[config.mk]
export PLATFORM = sky130hd
export DESIGN_NAME = sha256_byte_stream_hasher
export DESIGN_NICKNAME = d
export VERILOG_FILES = /design/src/hdl/sbsh_pkg.sv /design/src/hdl/sbsh_ctrl.sv /design/src/hdl/sbsh_dp.sv /design/src/hdl/sha256_byte_stream_hasher.sv
export SDC_FILE = /design/constraint.sdc
export NUM_CORES = 2
export LEC_CHECK = 0
export ABC_AREA = 1
export BUFFER_PORTS_ARGS = -buffer_cell sky130_fd_sc_hd__buf_2
export CAP_MARGIN = 20
export CELL_PAD_IN_SITES_DETAIL_PLACEMENT = 1
export CELL_PAD_IN_SITES_GLOBAL_PLACEMENT = 1
export CORE_MARGIN = 5
export CORE_UTILIZATION = 49
export CTS_CLUSTER_SIZE = 16
export DETAILED_ROUTE_END_ITERATION = 16
export PLACE_DENSITY_LB_ADDON = 0.1
export SETUP_SLACK_MARGIN = 0.02
export SLEW_MARGIN = 15
export SYNTH_ARGS = -nofsm -noshare
export SYNTH_HDL_FRONTEND = slang
export SYNTH_SLANG_ARGS = --single-unit
[constraint.sdc]
create_clock -name clk -period 30.9 [get_ports clk]
set_clock_uncertainty 0.05 [all_clocks]
set_input_delay 6.18 -clock clk [delete_from_list [all_inputs] [get_ports clk]]
set_output_delay 6.18 -clock clk [all_outputs]
set_load 0.03 [all_outputs]
[src/hdl/sbsh_pkg.sv]
// package for the sha-256 byte stream hasher: codes, control types and round constants
`default_nettype none
package sbsh_pkg;

  typedef enum logic [1:0] {
    CMD_APPEND     = 2'd0,
    CMD_APPEND_FIN = 2'd1,
    CMD_FINISH     = 2'd2
  } sbsh_code_t;

  typedef enum logic [2:0] {
    ST_IDLE,
    ST_PAD,
    ST_ROUND,
    ST_UPDATE,
    ST_OUT
  } sbsh_state_t;

  typedef struct packed {
    logic shift;
    logic pad_sel;
    logic pad_mark;
    logic pad_len;
    logic count_len;
    logic start_blk;
    logic round;
    logic h_update;
    logic load_out;
  } sbsh_cmd_t;

  typedef struct packed {
    logic fill_last;
    logic fill_tail;
    logic round_last;
    logic out_busy;
  } sbsh_stat_t;

  localparam logic [7:0] PAD_MARK = 8'h80;

  localparam logic [31:0] H_INIT [8] = '{
    32'h6a09e667, 32'hbb67ae85, 32'h3c6ef372, 32'ha54ff53a,
    32'h510e527f, 32'h9b05688c, 32'h1f83d9ab, 32'h5be0cd19
  };

  localparam logic [31:0] K_TAB [64] = '{
    32'h428a2f98, 32'h71374491, 32'hb5c0fbcf, 32'he9b5dba5,
    32'h3956c25b, 32'h59f111f1, 32'h923f82a4, 32'hab1c5ed5,
    32'hd807aa98, 32'h12835b01, 32'h243185be, 32'h550c7dc3,
    32'h72be5d74, 32'h80deb1fe, 32'h9bdc06a7, 32'hc19bf174,
    32'he49b69c1, 32'hefbe4786, 32'h0fc19dc6, 32'h240ca1cc,
    32'h2de92c6f, 32'h4a7484aa, 32'h5cb0a9dc, 32'h76f988da,
    32'h983e5152, 32'ha831c66d, 32'hb00327c8, 32'hbf597fc7,
    32'hc6e00bf3, 32'hd5a79147, 32'h06ca6351, 32'h14292967,
    32'h27b70a85, 32'h2e1b2138, 32'h4d2c6dfc, 32'h53380d13,
    32'h650a7354, 32'h766a0abb, 32'h81c2c92e, 32'h92722c85,
    32'ha2bfe8a1, 32'ha81a664b, 32'hc24b8b70, 32'hc76c51a3,
    32'hd192e819, 32'hd6990624, 32'hf40e3585, 32'h106aa070,
    32'h19a4c116, 32'h1e376c08, 32'h2748774c, 32'h34b0bcb5,
    32'h391c0cb3, 32'h4ed8aa4a, 32'h5b9cca4f, 32'h682e6ff3,
    32'h748f82ee, 32'h78a5636f, 32'h84c87814, 32'h8cc70208,
    32'h90befffa, 32'ha4506ceb, 32'hbef9a3f7, 32'hc67178f2
  };

  function automatic logic [31:0] rotr(input logic [31:0] x, input int n);
    rotr = (x >> n) | (x << (32 - n));
  endfunction

  function automatic logic [31:0] round_k(input logic [5:0] t);
    round_k = K_TAB[t];
  endfunction

endpackage
`default_nettype wire

[src/hdl/sbsh_ctrl.sv]
// controller state machine: byte intake, padding sequence, compression and digest hand-off
`default_nettype none
module sbsh_ctrl (
  input  wire logic               clk,
  input  wire logic               rst_n,
  input  wire logic               in_valid,
  input  wire logic [1:0]         in_cmd,
  input  wire sbsh_pkg::sbsh_stat_t stat,
  output logic                    in_ready,
  output sbsh_pkg::sbsh_cmd_t     cmd,
  output sbsh_pkg::sbsh_state_t   st
);
  import sbsh_pkg::*;

  sbsh_state_t state_r, state_nxt;
  logic fin_r, fin_nxt;
  logic mark_r, mark_nxt;
  logic lenblk_r, lenblk_nxt;
  logic lastblk_r, lastblk_nxt;

  always_ff @(posedge clk) begin
    if (!rst_n) begin
      state_r   <= ST_IDLE;
      fin_r     <= 1'b0;
      mark_r    <= 1'b0;
      lenblk_r  <= 1'b0;
      lastblk_r <= 1'b0;
    end else begin
      state_r   <= state_nxt;
      fin_r     <= fin_nxt;
      mark_r    <= mark_nxt;
      lenblk_r  <= lenblk_nxt;
      lastblk_r <= lastblk_nxt;
    end
  end

  // next state
  always_comb begin
    state_nxt   = state_r;
    fin_nxt     = fin_r;
    mark_nxt    = mark_r;
    lenblk_nxt  = lenblk_r;
    lastblk_nxt = lastblk_r;
    unique case (state_r)
      ST_IDLE: begin
        if (in_valid) begin
          unique case (in_cmd)
            CMD_APPEND: begin
              fin_nxt     = 1'b0;
              lastblk_nxt = 1'b0;
              if (stat.fill_last) state_nxt = ST_ROUND;
            end
            CMD_APPEND_FIN: begin
              fin_nxt     = 1'b1;
              mark_nxt    = 1'b0;
              lastblk_nxt = 1'b0;
              state_nxt   = stat.fill_last ? ST_ROUND : ST_PAD;
            end
            CMD_FINISH: begin
              fin_nxt   = 1'b1;
              mark_nxt  = 1'b0;
              state_nxt = ST_PAD;
            end
            default: ;
          endcase
        end
      end
      ST_PAD: begin
        if (!mark_r) begin
          mark_nxt   = 1'b1;
          lenblk_nxt = !stat.fill_tail;
        end
        if (stat.fill_last) begin
          lastblk_nxt = mark_r && lenblk_r;
          state_nxt   = ST_ROUND;
        end
      end
      ST_ROUND: begin
        if (stat.round_last) state_nxt = ST_UPDATE;
      end
      ST_UPDATE: begin
        if (!fin_r) begin
          state_nxt = ST_IDLE;
        end else if (lastblk_r) begin
          state_nxt = ST_OUT;
        end else begin
          lenblk_nxt = 1'b1;
          state_nxt  = ST_PAD;
        end
      end
      ST_OUT: begin
        if (!stat.out_busy) begin
          fin_nxt   = 1'b0;
          state_nxt = ST_IDLE;
        end
      end
      default: state_nxt = ST_IDLE;
    endcase
  end

  // outputs
  always_comb begin
    cmd      = '0;
    in_ready = 1'b0;
    unique case (state_r)
      ST_IDLE: begin
        in_ready = 1'b1;
        if (in_valid && (in_cmd == CMD_APPEND || in_cmd == CMD_APPEND_FIN)) begin
          cmd.shift     = 1'b1;
          cmd.count_len = 1'b1;
          cmd.start_blk = stat.fill_last;
        end
      end
      ST_PAD: begin
        cmd.shift     = 1'b1;
        cmd.pad_sel   = 1'b1;
        cmd.pad_mark  = !mark_r;
        cmd.pad_len   = mark_r && lenblk_r && stat.fill_tail;
        cmd.start_blk = stat.fill_last;
      end
      ST_ROUND:  cmd.round    = 1'b1;
      ST_UPDATE: cmd.h_update = 1'b1;
      ST_OUT:    cmd.load_out = !stat.out_busy;
      default: ;
    endcase
  end

  assign st = state_r;

endmodule
`default_nettype wire

[src/hdl/sbsh_dp.sv]
// datapath: schedule window, round unit, hash words, length counter and digest buffer
`default_nettype none
module sbsh_dp (
  input  wire logic                clk,
  input  wire logic                rst_n,
  input  wire sbsh_pkg::sbsh_cmd_t cmd,
  input  wire logic [7:0]          in_data_byte,
  input  wire logic                out_ready,
  output sbsh_pkg::sbsh_stat_t     stat,
  output logic                     out_valid,
  output logic [31:0]              out_digest_word,
  output logic [2:0]               out_word_index,
  output logic                     out_last_word
);
  import sbsh_pkg::*;

  logic [511:0] w_r;
  logic [31:0]  v_r [8];
  logic [31:0]  h_r [8];
  logic [31:0]  obuf_r [8];
  logic [5:0]   fill_r;
  logic [5:0]   rnd_r;
  logic [63:0]  len_r;
  logic [3:0]   ocnt_r;
  logic [2:0]   oidx_r;

  logic [7:0]  len_byte;
  logic [7:0]  new_byte;
  logic [31:0] w0, w1, w9, w14, w_new;
  logic [31:0] s0, s1, big0, big1, choose, major, t1, t2;
  logic        out_take;

  assign len_byte = len_r[{~fill_r[2:0], 3'b000} +: 8];
  assign new_byte = !cmd.pad_sel ? in_data_byte :
                    cmd.pad_mark ? PAD_MARK :
                    cmd.pad_len  ? len_byte : 8'h00;

  assign w0  = w_r[511:480];
  assign w1  = w_r[479:448];
  assign w9  = w_r[223:192];
  assign w14 = w_r[63:32];
  assign s0  = rotr(w1, 7) ^ rotr(w1, 18) ^ (w1 >> 3);
  assign s1  = rotr(w14, 17) ^ rotr(w14, 19) ^ (w14 >> 10);
  assign w_new = s1 + w9 + s0 + w0;

  assign big1   = rotr(v_r[4], 6) ^ rotr(v_r[4], 11) ^ rotr(v_r[4], 25);
  assign choose = (v_r[4] & v_r[5]) ^ (~v_r[4] & v_r[6]);
  assign t1     = v_r[7] + big1 + choose + round_k(rnd_r) + w0;
  assign big0   = rotr(v_r[0], 2) ^ rotr(v_r[0], 13) ^ rotr(v_r[0], 22);
  assign major  = (v_r[0] & v_r[1]) ^ (v_r[0] & v_r[2]) ^ (v_r[1] & v_r[2]);
  assign t2     = big0 + major;

  assign out_take = out_valid && out_ready;

  // window, working variables and output buffer shift
  always_ff @(posedge clk) begin
    if (cmd.shift) begin
      w_r <= {w_r[503:0], new_byte};
    end else if (cmd.round) begin
      w_r <= {w_r[479:0], w_new};
    end
    if (cmd.start_blk) begin
      for (int i = 0; i < 8; i++) v_r[i] <= h_r[i];
    end else if (cmd.round) begin
      v_r[7] <= v_r[6];
      v_r[6] <= v_r[5];
      v_r[5] <= v_r[4];
      v_r[4] <= v_r[3] + t1;
      v_r[3] <= v_r[2];
      v_r[2] <= v_r[1];
      v_r[1] <= v_r[0];
      v_r[0] <= t1 + t2;
    end
    if (cmd.load_out) begin
      for (int i = 0; i < 8; i++) obuf_r[i] <= h_r[i];
    end else if (out_take) begin
      for (int i = 0; i < 7; i++) obuf_r[i] <= obuf_r[i + 1];
    end
  end

  // control-carrying registers
  always_ff @(posedge clk) begin
    if (!rst_n) begin
      for (int i = 0; i < 8; i++) h_r[i] <= H_INIT[i];
      fill_r <= '0;
      rnd_r  <= '0;
      len_r  <= '0;
      ocnt_r <= '0;
      oidx_r <= '0;
    end else begin
      if (cmd.shift) fill_r <= fill_r + 6'd1;
      if (cmd.count_len) len_r <= len_r + 64'd8;
      if (cmd.start_blk) begin
        rnd_r <= '0;
      end else if (cmd.round) begin
        rnd_r <= rnd_r + 6'd1;
      end
      if (cmd.h_update) begin
        for (int i = 0; i < 8; i++) h_r[i] <= h_r[i] + v_r[i];
      end else if (cmd.load_out) begin
        for (int i = 0; i < 8; i++) h_r[i] <= H_INIT[i];
      end
      if (cmd.load_out) begin
        len_r  <= '0;
        fill_r <= '0;
        ocnt_r <= 4'd8;
        oidx_r <= '0;
      end else if (out_take) begin
        ocnt_r <= ocnt_r - 4'd1;
        oidx_r <= oidx_r + 3'd1;
      end
    end
  end

  assign stat.fill_last  = (fill_r == 6'd63);
  assign stat.fill_tail  = (fill_r[5:3] == 3'd7);
  assign stat.round_last = (rnd_r == 6'd63);
  assign stat.out_busy   = (ocnt_r != 4'd0);

  assign out_valid       = (ocnt_r != 4'd0);
  assign out_digest_word = obuf_r[0];
  assign out_word_index  = oidx_r;
  assign out_last_word   = (oidx_r == 3'd7);

endmodule
`default_nettype wire

[src/hdl/sha256_byte_stream_hasher.sv]
// top level of the sha-256 byte stream hasher
// usage:
//   each input request carries a command and one byte: append the byte, append it and
//   close the message, or close the message with no byte. a fourth code is dropped.
//   a byte is taken whenever in_valid and in_ready are both high; the 64th byte of a block
//   starts the compression, which runs one round per cycle and then folds the result
//   into the hash words. the single round unit limits the block rate.
//   closing a message shifts padding and the 64-bit length in one byte per cycle,
//   with one or two compressions, then copies the digest into an eight-word output
//   buffer and re-arms for the next message.
//   the result channel then presents the eight digest words, index 0 first, the last
//   flagged by out_last_word. the output buffer parts the two sides: new bytes are
//   taken while the digest drains; only a following close waits for the buffer to
//   empty, so a stalled receiver holds the next digest back and nothing is lost.
//   in_ready is low during padding and compression.
//   reset (rst_n low, synchronous) loads the initial hash values and clears the
//   byte count, bit length and output buffer.
`default_nettype none
module sha256_byte_stream_hasher (
  input  wire logic        clk,
  input  wire logic        rst_n,
  input  wire logic        in_valid,
  output logic             in_ready,
  input  wire logic [1:0]  in_cmd,
  input  wire logic [7:0]  in_data_byte,
  output logic             out_valid,
  input  wire logic        out_ready,
  output logic [31:0]      out_digest_word,
  output logic [2:0]       out_word_index,
  output logic             out_last_word
);
  import sbsh_pkg::*;

  sbsh_cmd_t   cmd;
  sbsh_stat_t  stat;
  sbsh_state_t st;

  sbsh_ctrl u_ctrl (
    .clk      (clk),
    .rst_n    (rst_n),
    .in_valid (in_valid),
    .in_cmd   (in_cmd),
    .stat     (stat),
    .in_ready (in_ready),
    .cmd      (cmd),
    .st       (st)
  );

  sbsh_dp u_dp (
    .clk             (clk),
    .rst_n           (rst_n),
    .cmd             (cmd),
    .in_data_byte    (in_data_byte),
    .out_ready       (out_ready),
    .stat            (stat),
    .out_valid       (out_valid),
    .out_digest_word (out_digest_word),
    .out_word_index  (out_word_index),
    .out_last_word   (out_last_word)
  );

  a_finish_blocks: assert property (@(posedge clk) disable iff (!rst_n)
    in_valid && in_ready && in_cmd == CMD_FINISH |=> !in_ready)
    else $error("close request did not stop intake");

  a_round_end: assert property (@(posedge clk) disable iff (!rst_n)
    st == ST_ROUND && stat.round_last |=> st == ST_UPDATE)
    else $error("last round not followed by hash update");

  a_load_empty: assert property (@(posedge clk) disable iff (!rst_n)
    cmd.load_out |-> !out_valid)
    else $error("digest loaded over a pending digest");

  a_load_first: assert property (@(posedge clk) disable iff (!rst_n)
    cmd.load_out |=> out_valid && out_word_index == 3'd0)
    else $error("digest load did not present word zero");

endmodule
`default_nettype wire
==> reports/metrics.yaml <==
outcome:
  result_of_the_run: "complete, no violations"
power:
  pwr_density_cell_nw_per_um2: 68.5
  leakagePower_nw: 43.9
  design_power_total_mw: 6.70
  worst_ir_drop_vdd_mv: 0.0806
global_routing:
  grt_first_pass_wirelength_mm: 539
  via_count_of_the_first_global_routing_pass: 84932
  grt_overflow_total: 0
  grt_antenna_before_repair: 12
  grt_start_max_net_pins: 222
  grt_util_all_layers_pct: 37.0
sta:
  max_slew.worst_pin.slew_ns: 1.40
  report.final.setup_viol: 0
  finalWorstSetupSlack_ns: 20.13
  fin_crit_ns: 10.77
  post-route-period-util_pct: 34.8
  rsz_0062_raised_after_global_routing: "no"
  hold_violations: 0
  drv_slew: 0
  setup_total_negative_slack_ns: 0
  max_slew_margin_vs_limit_pct: 6.95
  fin_worst_hold_slack_ns: 0.420
  fmax_ghz: 0.0929
cts:
  ctsResizeCount: 0
  clock_buffer_count_from_cts: 159
  hold_buffers: 0
  tritoncts: "yes"
  cts_setup_buffers: 0
  cts.htree.levels: 4
  clk_path_buf_depth: 3
  clk_transition_reported_paths_ns: 0.06
  clock_sinks: 1367
  clkLatencyLatePin_ns: 0.84
  cts_root_buf: "clkbuf_16"
setup_path:
  critical_path.max_stage_delay_ns: 1.01
  r2r_setup_slack_ns: 20.80
  critPathMaxFanout: 197
  critical_path.n_buffers_inverters: 7
  critPathLaunchType: "primary input"
  cp_top_family: "buffers and inverters"
  timing.critical_path.cells: "buf_2 -> inv_1 -> ha_1 -> nor2_1 -> nor2_1 -> nand2_4 -> inv_4 -> nor2_4 -> buf_4 -> nand2_4 -> buf_12 -> buf_4 -> buf_4"
  path_common_cell: "buf_4"
  timing.critical_path.to_type: "flip-flop"
  worst-endpoint-required_ns: 31.29
  critPathSlowestCell: "buf_4"
  arrival_ns: 11.16
  timing_worst_setup_path_type: "primary input to flip-flop"
route:
  via_count: 82234
  route.antenna.remaining_nets: 0
  route.layer.met1.wl_mm: 149
  detail_route.iter0.violations: 8132
  topRoutingLayerUsed: "met5"
  routed_wl_mm: 367
  wl_met2_mm: 168
  wl_per_cell_um: 26.4
  drt_first_pass_iters: 7
  vias_per_cell: 5.92
  drc_errors: 0
  met3_wirelength_mm: 29.6
logic_synthesis:
  synthesis.nets: 12086
  yosysMostFrequentCell: "nand2_1"
  synthArstFlopShare_pct: 0
  number_of_library_cell_types_mapped_by_synthesis: 69
  number_of_flops_mapped_to_enable_cells_by_yosys: 1152
  ys_seq_area_share_pct: 42.9
  post_synth_main_area_contributors: "edfxtp_1 38%, nand2_1 17%, ha_1 5.5%"
  syn-cell-area_sq_um: 90600
  avgSynthCellArea_sq_um: 7.89
  synth_largest_type_area_fraction_pct: 38.2
  synth-seq-cells: 1367
  synth.top_cells.by_count: "4021 x nand2_1, 1208 x inv_1, 1152 x edfxtp_1"
  post_synth_inst_count: 11476
  synth_top_area_cell: "edfxtp_1"
  synth_top_flop_cell: "edfxtp_1"
  yosysWarnings: 0
place:
  place_congestion: 1.00
  portBuffers: 51
  dpl_worst_slack_ns: 19.43
  detailedPlacementHpwl_mm: 276
die:
  io-pin-count: 52
  area_of_the_core_sq_um: 183000
  floorplan_die_width_um: 440
  initial_utilization_pct: 49.4
  design.die.area_sq_um: 194000
  core.rowCount: 157
  fp.dieH_um: 440
cells_and_area:
  synthToLayoutAreaGrowth_pct: 8.05
  finish.net_count: 11907
  layout-drive-gt1-share_pct: 3.98
flow_run:
  timing.max_cap.violations: 0
worst_hold_path:
  hold_class: "flip-flop to flip-flop"
## final timing paths
| check | from | endpoint | cells past startpoint |
|---|---|---|---|
| min | u_dp.h_r[0][233]$_SDFFE_PP0P_ | u_dp.obuf_r[1][105]$_DFFE_PP_ | 0 |
| max reg2reg | u_dp.rnd_r[1]$_SDFFE_PP0P_ | u_dp.v_r[0][22]$_DFFE_PP_ | 36 |
| max | in_cmd[1] | u_dp.w_r[95]$_DFFE_PP_ | 13 |
| min reg2reg | u_dp.h_r[0][233]$_SDFFE_PP0P_ | u_dp.obuf_r[1][105]$_DFFE_PP_ | 0 |
## per-layer routing
metal | GRT usage [%] | vias up
li1 | - | 37273
met1 | 48.0 | 40837
met2 | 59.9 | 3235
met3 | 7.16 | 883
met4 | 17.4 | 6
met5 | 0 | -
## power by group
group | switching (mW) | internal, mW
clock | 0.851 | 1.11
combinational | 1.62 | 0.628
sequential | 0.145 | 2.34
total | 2.62 | 4.08
## cell families (layout without fill, tap and decap cells)
kind of cell / Yosys count / after routing / synth area share, %
AOI/OAI and AO/OA: 1820 / 1820 / 11.1
and+or+nand+nor: 5596 / 5596 / 24.8
other: 0 / 3 / 0
xor gates and xnor gates: 378 / 378 / 3.66
muxes: 25 / 25 / 0.276
DFF: 1367 / 1367 / 42.9
buffers and inverters: 1694 / 1637 / 7.35
adders and majority gates: 596 / 596 / 9.85
## flip-flops by register name, summed over array words and instances (netlist names)
name	count
u_ctrl.st	3
u_dp.h_r	256
u_dp.ocnt_r	4
u_ctrl.lenblk_r	1
u_dp.len_r	61
u_ctrl.mark_r	1
u_dp.fill_r	6
u_dp.obuf_r	256
u_dp.rnd_r	6
u_dp.out_word_index	3
u_dp.w_r	512
u_ctrl.fin_r	1
u_ctrl.lastblk_r	1
u_dp.v_r	256
## cell usage in the layout (no fill, tap or decap), types with 21 or more instances in the layout
cell type / netlist / final
o21a_1: 41 / 41
buf_4: 40 / 71
nand4_1: 87 / 87
buf_2: 107 / 51
nor3_1: 117 / 117
clkbuf_16: 0 / 161
fa_1: 195 / 195
nand3_1: 481 / 480
ha_1: 401 / 401
nand2_1: 4021 / 4017
xnor2_1: 162 / 162
or2_2: 40 / 40
nor2_1: 748 / 747
clkinv_1: 6 / 21
a21oi_1: 704 / 704
o211ai_1: 47 / 47
nand3b_1: 22 / 22
edfxtp_1: 1152 / 1152
inv_1: 1208 / 1208
a31oi_1: 35 / 35
o21ai_0: 746 / 745
mux2i_1: 25 / 25
clkbuf_1: 288 / 38
a21boi_0: 23 / 23
o21bai_1: 51 / 51
a21o_1: 58 / 58
xor2_1: 216 / 216
dfxtp_1: 215 / 215
## per-stage QoR
| step | area [sq um] | utilization, % | cells |
|---|---|---|---|
| floorplan | 90600 | - | 11476 |
| global placement | 92600 | 50.5 | 13600 |
| detailed placement | 92600 | 50.5 | 13600 |
| CTS | 97800 | 53.3 | 13883 |
| global route | 97800 | 53.3 | 13883 |
| finish | 97900 | 53.3 | 13886 |
## final cells by class
type                            instances  area [sq um]
Antenna cell                            3          7.51
Clock buffer                          204          4240
Clock inverter                         79          1020
Fill cell                           22480         85600
Inverter                             1227          4630
Multi-Input combinational cell       8415         45100
Sequential cell                      1367         38900
Tap cell                             2464          3080
Timing Repair Buffer                  127           888
(Power assumes the default switching activity.)
